===== src/rtl/tls_client_hello_field_extractor_assert.svh =====
// Assertion macros for the ClientHello field extractor.
`ifndef TLS_CLIENT_HELLO_FIELD_EXTRACTOR_ASSERT_SVH
`define TLS_CLIENT_HELLO_FIELD_EXTRACTOR_ASSERT_SVH
`ifndef SYNTHESIS
// Same-cycle implication under reset.
`define TLSCHE_ASSERT_IMPL(lbl, clk, rst_n, ante, cons) \
    lbl: assert property (@(posedge clk) disable iff (!(rst_n)) (ante) |-> (cons)) \
        else $error("tlsche: same-cycle check failed");
// Next-cycle implication under reset.
`define TLSCHE_ASSERT_NEXT(lbl, clk, rst_n, ante, cons) \
    lbl: assert property (@(posedge clk) disable iff (!(rst_n)) (ante) |=> (cons)) \
        else $error("tlsche: next-cycle check failed");
`else
`define TLSCHE_ASSERT_IMPL(lbl, clk, rst_n, ante, cons)
`define TLSCHE_ASSERT_NEXT(lbl, clk, rst_n, ante, cons)
`endif
`endif


===== src/rtl/tlsche_pkg.sv =====
package tlsche_pkg;

    // Input transaction: one payload byte.
    typedef struct packed {
        logic [7:0] data_byte;
        logic       end_of_payload;
    } t_in;

    // Output transaction: one extracted field or the summary.
    typedef struct packed {
        logic [2:0]  kind_of_result;
        logic [15:0] field_value;
        logic [1:0]  status_code;
        logic [2:0]  version_code;
        logic [1:0]  alpn_code;
        logic        sni_present;
        logic        run_last;
    } t_out;

    // Up to two results produced by one byte.
    typedef struct packed {
        logic [1:0] count;
        t_out       res0;
        t_out       res1;
    } t_res_pair;

    // Parser phases.
    localparam logic [4:0] P_CTYPE   = 5'd0;
    localparam logic [4:0] P_MAJOR   = 5'd1;
    localparam logic [4:0] P_MINOR   = 5'd2;
    localparam logic [4:0] P_RLEN    = 5'd3;
    localparam logic [4:0] P_HTYPE   = 5'd4;
    localparam logic [4:0] P_HLEN    = 5'd5;
    localparam logic [4:0] P_VER     = 5'd6;
    localparam logic [4:0] P_RAND    = 5'd7;
    localparam logic [4:0] P_SIDL    = 5'd8;
    localparam logic [4:0] P_SID     = 5'd9;
    localparam logic [4:0] P_CSL     = 5'd10;
    localparam logic [4:0] P_CS      = 5'd11;
    localparam logic [4:0] P_CML     = 5'd12;
    localparam logic [4:0] P_CM      = 5'd13;
    localparam logic [4:0] P_EXTL    = 5'd14;
    localparam logic [4:0] P_EHDR    = 5'd15;
    localparam logic [4:0] P_ESKIP   = 5'd16;
    localparam logic [4:0] P_SNI_LL  = 5'd17;
    localparam logic [4:0] P_SNI_T   = 5'd18;
    localparam logic [4:0] P_SNI_NL  = 5'd19;
    localparam logic [4:0] P_SNI_N   = 5'd20;
    localparam logic [4:0] P_SIG_LL  = 5'd21;
    localparam logic [4:0] P_SIG_P   = 5'd22;
    localparam logic [4:0] P_ALPN_LL = 5'd23;
    localparam logic [4:0] P_ALPN_PL = 5'd24;
    localparam logic [4:0] P_ALPN_P  = 5'd25;
    localparam logic [4:0] P_SV_L    = 5'd26;
    localparam logic [4:0] P_SV_P    = 5'd27;
    localparam logic [4:0] P_RSKIP   = 5'd28;
    localparam logic [4:0] P_DONE    = 5'd29;

    // Result kinds.
    localparam logic [2:0] K_CIPHER = 3'd0;
    localparam logic [2:0] K_EXT    = 3'd1;
    localparam logic [2:0] K_SIG    = 3'd2;
    localparam logic [2:0] K_SNI    = 3'd3;
    localparam logic [2:0] K_SUM    = 3'd4;

    // Summary status codes.
    localparam logic [1:0] S_OK        = 2'd0;
    localparam logic [1:0] S_NOT_HELLO = 2'd1;
    localparam logic [1:0] S_TRUNC     = 2'd2;
    localparam logic [1:0] S_MALFORMED = 2'd3;

    // Version and ALPN codes.
    localparam logic [2:0] V_UNKNOWN = 3'd0;
    localparam logic [2:0] V_TLS10   = 3'd1;
    localparam logic [2:0] V_TLS11   = 3'd2;
    localparam logic [2:0] V_TLS12   = 3'd3;
    localparam logic [2:0] V_TLS13   = 3'd4;
    localparam logic [1:0] A_NONE    = 2'd0;
    localparam logic [1:0] A_H2      = 2'd1;
    localparam logic [1:0] A_HTTP11  = 2'd2;

    // Protocol constants.
    localparam logic [7:0]  CT_HANDSHAKE  = 8'd22;
    localparam logic [7:0]  MAJOR_TLS     = 8'h03;
    localparam logic [7:0]  HS_CLIENT_HELLO = 8'd1;
    localparam logic [23:0] MIN_HELLO_LEN = 24'd42;
    localparam logic [15:0] EXT_SNI       = 16'h0000;
    localparam logic [15:0] EXT_SIG       = 16'h000d;
    localparam logic [15:0] EXT_ALPN      = 16'h0010;
    localparam logic [15:0] EXT_SV        = 16'h002b;
    localparam logic [15:0] ALPN_H2       = 16'h6832;
    localparam logic [63:0] ALPN_HTTP11   = 64'h687474702F312E31;

    // Map a wire version to its code.
    function automatic logic [2:0] f_ver_code(input logic [15:0] v);
        logic [2:0] c;
        unique case (v)
            16'h0304: c = V_TLS13;
            16'h0303: c = V_TLS12;
            16'h0302: c = V_TLS11;
            16'h0301: c = V_TLS10;
            default:  c = V_UNKNOWN;
        endcase
        return c;
    endfunction

endpackage


===== src/rtl/tlsche_out_queue.sv =====
module tlsche_out_queue (
    input  logic                  i_clk,
    input  logic                  i_rst_n,
    input  tlsche_pkg::t_res_pair i_push,
    output logic                  o_room,
    output logic                  o_out_valid,
    input  logic                  i_out_ready,
    output tlsche_pkg::t_out      o_out_data
);

    tlsche_pkg::t_out r_mem [4];
    logic [1:0] r_wr, r_rd;
    logic [2:0] r_cnt, n_cnt;
    logic       w_pop;

    assign w_pop = o_out_valid && i_out_ready;
    assign o_out_valid = (r_cnt != 3'd0);
    assign o_out_data = r_mem[r_rd];
    // Room for the two results a byte can produce.
    assign o_room = (r_cnt <= 3'd2);

    always_comb begin
        n_cnt = r_cnt + {1'b0, i_push.count} - {2'd0, w_pop};
    end

    // Result storage.
    always_ff @(posedge i_clk) begin
        if (i_push.count != 2'd0) begin
            r_mem[r_wr] <= i_push.res0;
        end
        if (i_push.count == 2'd2) begin
            r_mem[r_wr + 2'd1] <= i_push.res1;
        end
    end

    // Pointers and fill count.
    always_ff @(posedge i_clk) begin
        if (!i_rst_n) begin
            r_wr <= '0;
            r_rd <= '0;
            r_cnt <= '0;
        end else begin
            r_wr <= r_wr + i_push.count;
            r_rd <= r_rd + {1'b0, w_pop};
            r_cnt <= n_cnt;
        end
    end

endmodule


===== config.mk =====
export PLATFORM = sky130hd
export DESIGN_NAME = tlsche_out_queue
export DESIGN_NICKNAME = d
export VERILOG_FILES = /design/src/rtl/tls_client_hello_field_extractor_assert.svh /design/src/rtl/tlsche_pkg.sv /design/src/rtl/tlsche_out_queue.sv
export SDC_FILE = /design/constraint.sdc
export NUM_CORES = 1
export LEC_CHECK = 0
export BUFFER_PORTS_ARGS = -buffer_cell sky130_fd_sc_hd__buf_2
export CAP_MARGIN = 5
export CORE_MARGIN = 2
export CORE_UTILIZATION = 57
export CTS_CLUSTER_SIZE = 8
export DETAILED_ROUTE_END_ITERATION = 8
export MAX_ROUTING_LAYER = met4
export PLACE_DENSITY = 0.8
export SYNTH_ARGS = -nofsm -noshare
export SYNTH_HDL_FRONTEND = slang
export SYNTH_SLANG_ARGS = --single-unit

===== constraint.sdc =====
create_clock -name i_clk -period 4.1 [get_ports i_clk]
set_clock_uncertainty 0.2 [all_clocks]
set_input_delay 0.41 -clock i_clk [delete_from_list [all_inputs] [get_ports i_clk]]
set_output_delay 0.41 -clock i_clk [all_outputs]
set_load 0.01 [all_outputs]

==> results of run 1 <==
==> state kept, by name (all words and copies together), names as in the netlist <==
name	cells
r_mem	112
r_cnt	3
r_rd	2
r_wr	2
==> metrics by stage <==
step	area, sq um	instances
after detailed placement	6590	529
final	7100	559
after global placement	6590	529
after CTS	7100	559
after global routing	7100	559
after floorplan	6020	315
==> worst min path at each step <==
stage | startpoint | cells past startpoint | slack (ns) | to
6_report | i_rst_n | 3 | 0.03 | r_rd[0]
5_1_grt | i_push[39] | 2 | 0.03 | r_mem[1][11]
4_1_cts | i_rst_n | 3 | 0.02 | r_rd[0]
3_5_place_dp | r_cnt[1] | 2 | 0.48 | r_rd[0]
3_3_place_gp | r_cnt[1] | 2 | 0.46 | r_rd[0]
2_1_floorplan | i_rst_n | 1 | 0.33 | r_cnt[0]
==> layer usage <==
layer,GRT usage [%],wire length (microns)
met5,-,0
met4,8.07,168
met1,28.2,5110
met3,5.29,533
met2,36.8,6180
==> logic make-up after synthesis <==
kind of cell / count (synthesis) / share of synthesized area, %
xor gates and xnor gates: 2 / 0.749
AOI/OAI and AO/OA: 6 / 0.686
and+or+nand+nor: 17 / 1.91
adders and majority gates: 4 / 0.957
DFF: 119 / 58.2
muxes: 144 / 34.5
buffers and inverters: 23 / 2.97
==> critical path: cells and delay by family (launching register included) <==
family / cells / cell delay [ns]
flip-flops: 1 / 1.08
multiplexers: 1 / 0.64
buffers and inverters: 1 / 0.16
==> power groups by stage <==
| stage | registers, mW | clock network [mW] | logic (mW) |
|---|---|---|---|
| finish | 1.62 | 1.28 | 0.726 |
| global route | 1.64 | 1.35 | 0.781 |
| CTS | 1.63 | 1.30 | 0.737 |
| detailed placement | 1.65 | 0 | 0.732 |
| global placement | 1.64 | 0 | 0.718 |
| floorplan | 1.55 | 0 | 0.546 |
==> layout make-up <==
type	count	area [sq um]
Inverter	4	15.0
Timing Repair Buffer	97	503
Tap cell	136	170
Clock inverter	12	88.8
Fill cell	702	3180
Sequential cell	119	3510
Clock buffer	18	418
Multi-Input combinational cell	173	2390
==> placed cells by master (no fill, tap or decap), drive strengths merged <==
cell type	instances
edfxtp	112
mux2	112
buf	97
mux4	28
clkbuf	18
clkinv	8
dfxtp	7
inv	4
mux2i	4
and2	3
ha	3
clkinvlp	3
nor2	3
nor2b	2
nand2b	2
nand2	2
xnor3	2
o21bai	2
nor4bb	1
and4bb	1
nand4b	1
nor4b	1
o31ai	1
o21ai	1
or3	1
a21oi	1
o311ai	1
fa	1
bufinv	1
==> results.md, run 1 <==
- Status: finished, final reports clean
- Initial DRC Count: 125
- DRC: 0
- Clk Latency, worst-skew pair: 0.50 ns
- Netlist cell types: 31
- Power Density: 510 nW/um^2
- Pwr Total: 3.62 mW
- Synth top area share: 55.9%
- Largest net degree at the start of global routing: 32
- Reg2Reg Setup Slack: 1.56 ns
- Global-route wire length before repair: 18,400 microns
- Final slew viol count: 0
- CTS Buf Count: 17
- Most common library cells after synthesis: edfxtp_1, mux2_2, mux2_4
- Die area: 11,400 sq um
- Fin Setup TNS: 0 ns
- Slowest stage cell, crit path: dfxtp_2
- Worst setup SP type: flip-flop
- Lkg Pwr: 2.63 nW
- # hold bufs at CTS: 0
- Worst hold margin: 0.0348 ns
- Total gr overflow: 0
- Clock sink total: 119
- CTS tree: yes
- Min Tclk post-route: 3.00 ns
- Critical-path cell list: mux4_2 > buf_2
- Mapped Area: 6020 sq um
- Critical Path RT: 3.49 ns
- Combinational power share: 20.1%
- Cells after synthesis: 315
- VDD IR max: 0.000282 V
- Critical path type: reg2out
- Worst Path Max Fanout: 31
- Yosys warnings: 0
- Post-synthesis sequential area ratio: 58.2%
- Clock power frac: 35.2%
- Post-route core utilization: 69.0%
- CP endpoint kind: output pin
- GPL Wtd Cong: 0.754
- Post_cts resized: 0
- Vias per std cell: 5.84
- Int Power: 2.68 mW
- Delay of the slowest critical-path stage: 1.08 ns
- Via count: 3,264
- Final worst slack: 1.10 ns
- Core area: 10,300 sq um
- Period utilization: 73.1%
- Max Fclk: 334 MHz
- Overall die height: 107 microns
- Slew margin rel.: 24.3%
- RSZ-0062 raised after global routing: no
- Top cells by area, synth: edfxtp_1, mux2_2, mux4_2
- Worst r2r dst: r_mem[3][27]
- Setup crit start: r_rd[0]
- Antenna cells: 0
- Layout cell share with drive strength beyond 1: 61.5%
- Post-CTS repair timing setup buffer count: 0
- H-tree depth: 4
- Placement Setup Slack: 1.51 ns
- Clock transition at path regs: 0.05 ns
- # nets final: 477
- Initial core utilization: 58.5%
- Part of the power in registers: 44.7%
- First-pass iteration count of the detailed router: 4
- RR Startpoint: r_wr[1]
- Drt wl/cell: 21.4 microns
- Synth area leader: edfxtp_1
- Final Hold Vio Count: 0
- Area Growth Syn to Fin: 17.9%
- Ys async rst share: 0%
- Net count after synthesis: 380
- Critical Path AT: 2.39 ns
- Min-Delay Path Class: in2reg
- Worst-Margin Slew: 1.14 ns
- Final setup violation count: 0
- Depth of the most critical reg-to-reg path: 3
- Cell with the most instances after synthesis: edfxtp_1
- I/O Pins: 91
- Switching power total: 0.943 mW
- Post-synth EDFFs: 112
- Main flop type after synthesis: edfxtp_1
- End of the critical path: o_out_data[19]
- Initial antenna violation count: 0
- Root Driver: clkbuf_8
- Post-route antenna net violation count: 0
- Max-cap viol count: 0
- Rows: 37
- Net Sw Frac: 26.0%
- Total Routing Usage GR: 22.6%
- Die width: 107 microns
- #FFs+latches synth: 119
- Final Routed Wirelength: 12,000 microns
- CTS Buffer Depth: 2
- Buffers on Ports: 90
- Mean post-synth cell area: 19.1 sq um
- Vias in the first global route: 3,418
(Power assumes the default switching activity.)
==> run 2: changes to the inputs <==
Settings changed: CORE_UTILIZATION 57 to 52, PLACE_DENSITY 0.8 to 0.77.
Clock period 4.1 ns to 2.6 ns, I/O delays scaled along.
==> run 2 against run 1 <==
Net effect: sequential share of layout area down 6.0 points; design area increased by 14%; largest cell class unchanged; global-route usage up 0.32 points; count of clock-buffer cells in the layout down 1; worst hold slack got worse by 0.0060 ns; die area rose by 9.3%; flip-flop and latch count is the same; clock power grew 70%; first-iteration DRC count grew 95%; critical path type is now reg2reg; via count rose by 10%; sequential power is 51% higher; combinational power rose by 93%.
==> results.md, run 2 (synthesis results as in run 1) <==
- Min Tclk post-route: 2.53 ns
- Critical path type: reg2reg (was reg2out)
- Die width: 112 microns (was 107 microns)
- Lkg Pwr: 3.03 nW (was 2.63 nW)
- GPL Wtd Cong: 0.737 (was 0.754)
- Critical Path RT: 2.55 ns (was 3.49 ns)
- Fillers: 694 (was 702)
- Total gr overflow: 0 (unchanged)
- Slew margin rel.: 28.7% (was 24.3%)
- CTS tree: yes (unchanged)
- CTS Buffer Depth: 2 (unchanged)
- Largest net degree at the start of global routing: 29 (was 32)
- Vias in the first global route: 3,969 (was 3,418)
- Critical-path cell list: and4bb_2 > buf_6 > mux2_2 > dlygate4sd3_1 (was mux4_2 > buf_2)
- Most frequent cells in the layout: edfxtp_1, buf_2, dlygate4sd3_1 (was edfxtp_1, buf_2, mux2_2)
- H-tree depth: 4 (unchanged)
- Rows: 39 (was 37)
- Final Hold Vio Count: 0 (unchanged)
- Largest reg by FF count: r_mem (unchanged)
- Worst Path Max Fanout: 21 (was 31)
- Post-route antenna net violation count: 0 (unchanged)
- DRC: 0 (unchanged)
- Min-Delay Path Class: in2reg (unchanged)
- Via count: 3,597 (was 3,264)
- Max-cap viol count: 0 (unchanged)
- Clock sink total: 119 (unchanged)
- Final Routed Wirelength: 13,100 microns (was 12,000 microns)
- Core area: 11,400 sq um (was 10,300 sq um)
- Clock transition at path regs: 0.06 ns (was 0.05 ns)
- Antenna cells: 0 (unchanged)
- Final Cell Area: 8080 sq um (was 7100 sq um)
- Power Density: 747 nW/um^2 (was 510 nW/um^2)
- CTS Buf Count: 17 (unchanged)
- Drt wl/cell: 19.8 microns (was 21.4 microns)
- Max reg flops: 112 (unchanged)
- Period utilization: 97.3%
- Root Driver: clkbuf_16 (was clkbuf_8)
- Overall die height: 112 microns (was 107 microns)
- Status: finished, final reports clean (unchanged)
- Max Fclk: 395 MHz
- Slowest stage cell, crit path: dlygate4sd3_1 (was dfxtp_2)
- Die area: 12,400 sq um (was 11,400 sq um)
- Buf/Inv on CP: 2 (was 1)
- Fin Setup TNS: 0 ns (unchanged)
- VDD IR max: 0.000423 V (was 0.000282 V)
- Total Routing Usage GR: 23.0% (was 22.6%)
- I/O Pins: 91 (unchanged)
- Critical Path AT: 2.48 ns (was 2.39 ns)
- Final HPWL DP: 7590 microns
- Regs by FF count: r_mem x112, r_cnt x3 (unchanged)
- Post-CTS repair timing setup buffer count: 0 (unchanged)
- Clk Latency, worst-skew pair: 0.41 ns (was 0.50 ns)
- Leading cell type in the layout, fill and taps excluded: edfxtp_1 (unchanged)
- Delay of the slowest critical-path stage: 0.55 ns (was 1.08 ns)
- Worst setup SP type: flip-flop (unchanged)
- Worst-Margin Slew: 1.07 ns (was 1.14 ns)
- # nets final: 568 (was 477)
- Final setup violation count: 0 (unchanged)
- Layout cell share with drive strength beyond 1: 53.1% (was 61.5%)
- Initial DRC Count: 244 (was 125)
- Crit-path leading delay family: buffers and inverters (was flip-flops)
- Global-route wire length before repair: 20,700 microns (was 18,400 microns)
- Vias per std cell: 5.46 (was 5.84)
- Buffers on Ports: 90 (unchanged)
- Initial antenna violation count: 0 (unchanged)
- First-pass iteration count of the detailed router: 5 (was 4)
- Initial core utilization: 52.9% (was 58.5%)
- Area Growth Syn to Fin: 34.2% (was 17.9%)
- Area after DPL: 6680 sq um (was 6590 sq um)
- RSZ-0062 raised after global routing: no (unchanged)
- Final slew viol count: 0 (unchanged)
- CP endpoint kind: flip-flop (was output pin)
run 2: cell count changes in the layout (fill, tap and decap cells not counted), moves of 2 or more:
cell | previous run | this run
dlygate4sd3_1 | 0 | 83
clkinv_2 | 5 | 2
buf_4 | 7 | 12
buf_12 | 0 | 2
clkinvlp_4 | 3 | 7
inv_6 | 0 | 2
clkinv_4 | 0 | 2
clkinv_1 | 3 | 1
run 2: final timing paths:
check	cells past startpoint	slack, ns	to	start
worst min register to register	2	0.50	r_rd[0]	r_cnt[1]
worst min-delay path	2	0.03	r_mem[3][14]	i_push[14]
worst max register to register	4	0.07	r_mem[2][6]	r_wr[0]
worst max-delay path	4	0.07	r_mem[2][6]	r_wr[0]
run 2: through the flow:
| stage | hold WS [ns] | std cells | worst slack [ns] | power [mW] | utilization [%] |
|---|---|---|---|---|---|
| 2_1_floorplan | 0.182 | 315 | 0.114 | 3.31 | - |
| 3_3_place_gp | 0.386 | 544 | 0.434 | 3.75 | 58.8 |
| 3_5_place_dp | 0.390 | 544 | 0.355 | 3.78 | 58.8 |
| 4_1_cts | 0.00449 | 659 | 0.0183 | 6.07 | 71.0 |
| 5_1_grt | 0.0284 | 659 | 0.00197 | 6.26 | 71.0 |
| 6_report | 0.0288 | 659 | 0.0690 | 6.03 | 71.0 |
run 2: final cells by class:
type,instances,area (sq um),area share (%)
clock inverter,15,131,1.63
inverter,4,15.0,0.186
clock buffer,17,425,5.27
timing repair buffer,188,1420,17.6
sequential,119,3510,43.4
tap,143,179,2.22
multi-input combinational,173,2390,29.7
run 2: worst register-to-register path, stage by stage (launching register included):
cell and delay, ns:
dfxtp_1 0.52, and4bb_2 0.33, buf_6 0.28, mux2_2 0.39
dlygate4sd3_1 0.55
run 2: per-layer routing:
layer	routed length [microns]	vias up	track usage (%)
met3	663	10	4.79
li1	-	1660	-
met5	0	-	-
met2	6950	120	38.1
met4	117	0	9.22
met1	5350	1807	27.7
run 2: repair_timing:
| item | 4_1_cts | 5_1_grt |
|---|---|---|
| hold buffers | 83 | 0 |
| endpoints found under the hold margin | 101 | 0 |
| setup endpoints to repair | 0 | 11 |
| gates resized for setup | 0 | 2 |
run 2: power by group:
part	internal (mW)	switching (mW)	leakage, nW	total, mW
logic	0.758	0.643	1.67	1.40
registers	2.36	0.0876	1.11	2.45
clock network	1.31	0.871	0.251	2.18
total	4.43	1.60	3.03	6.03
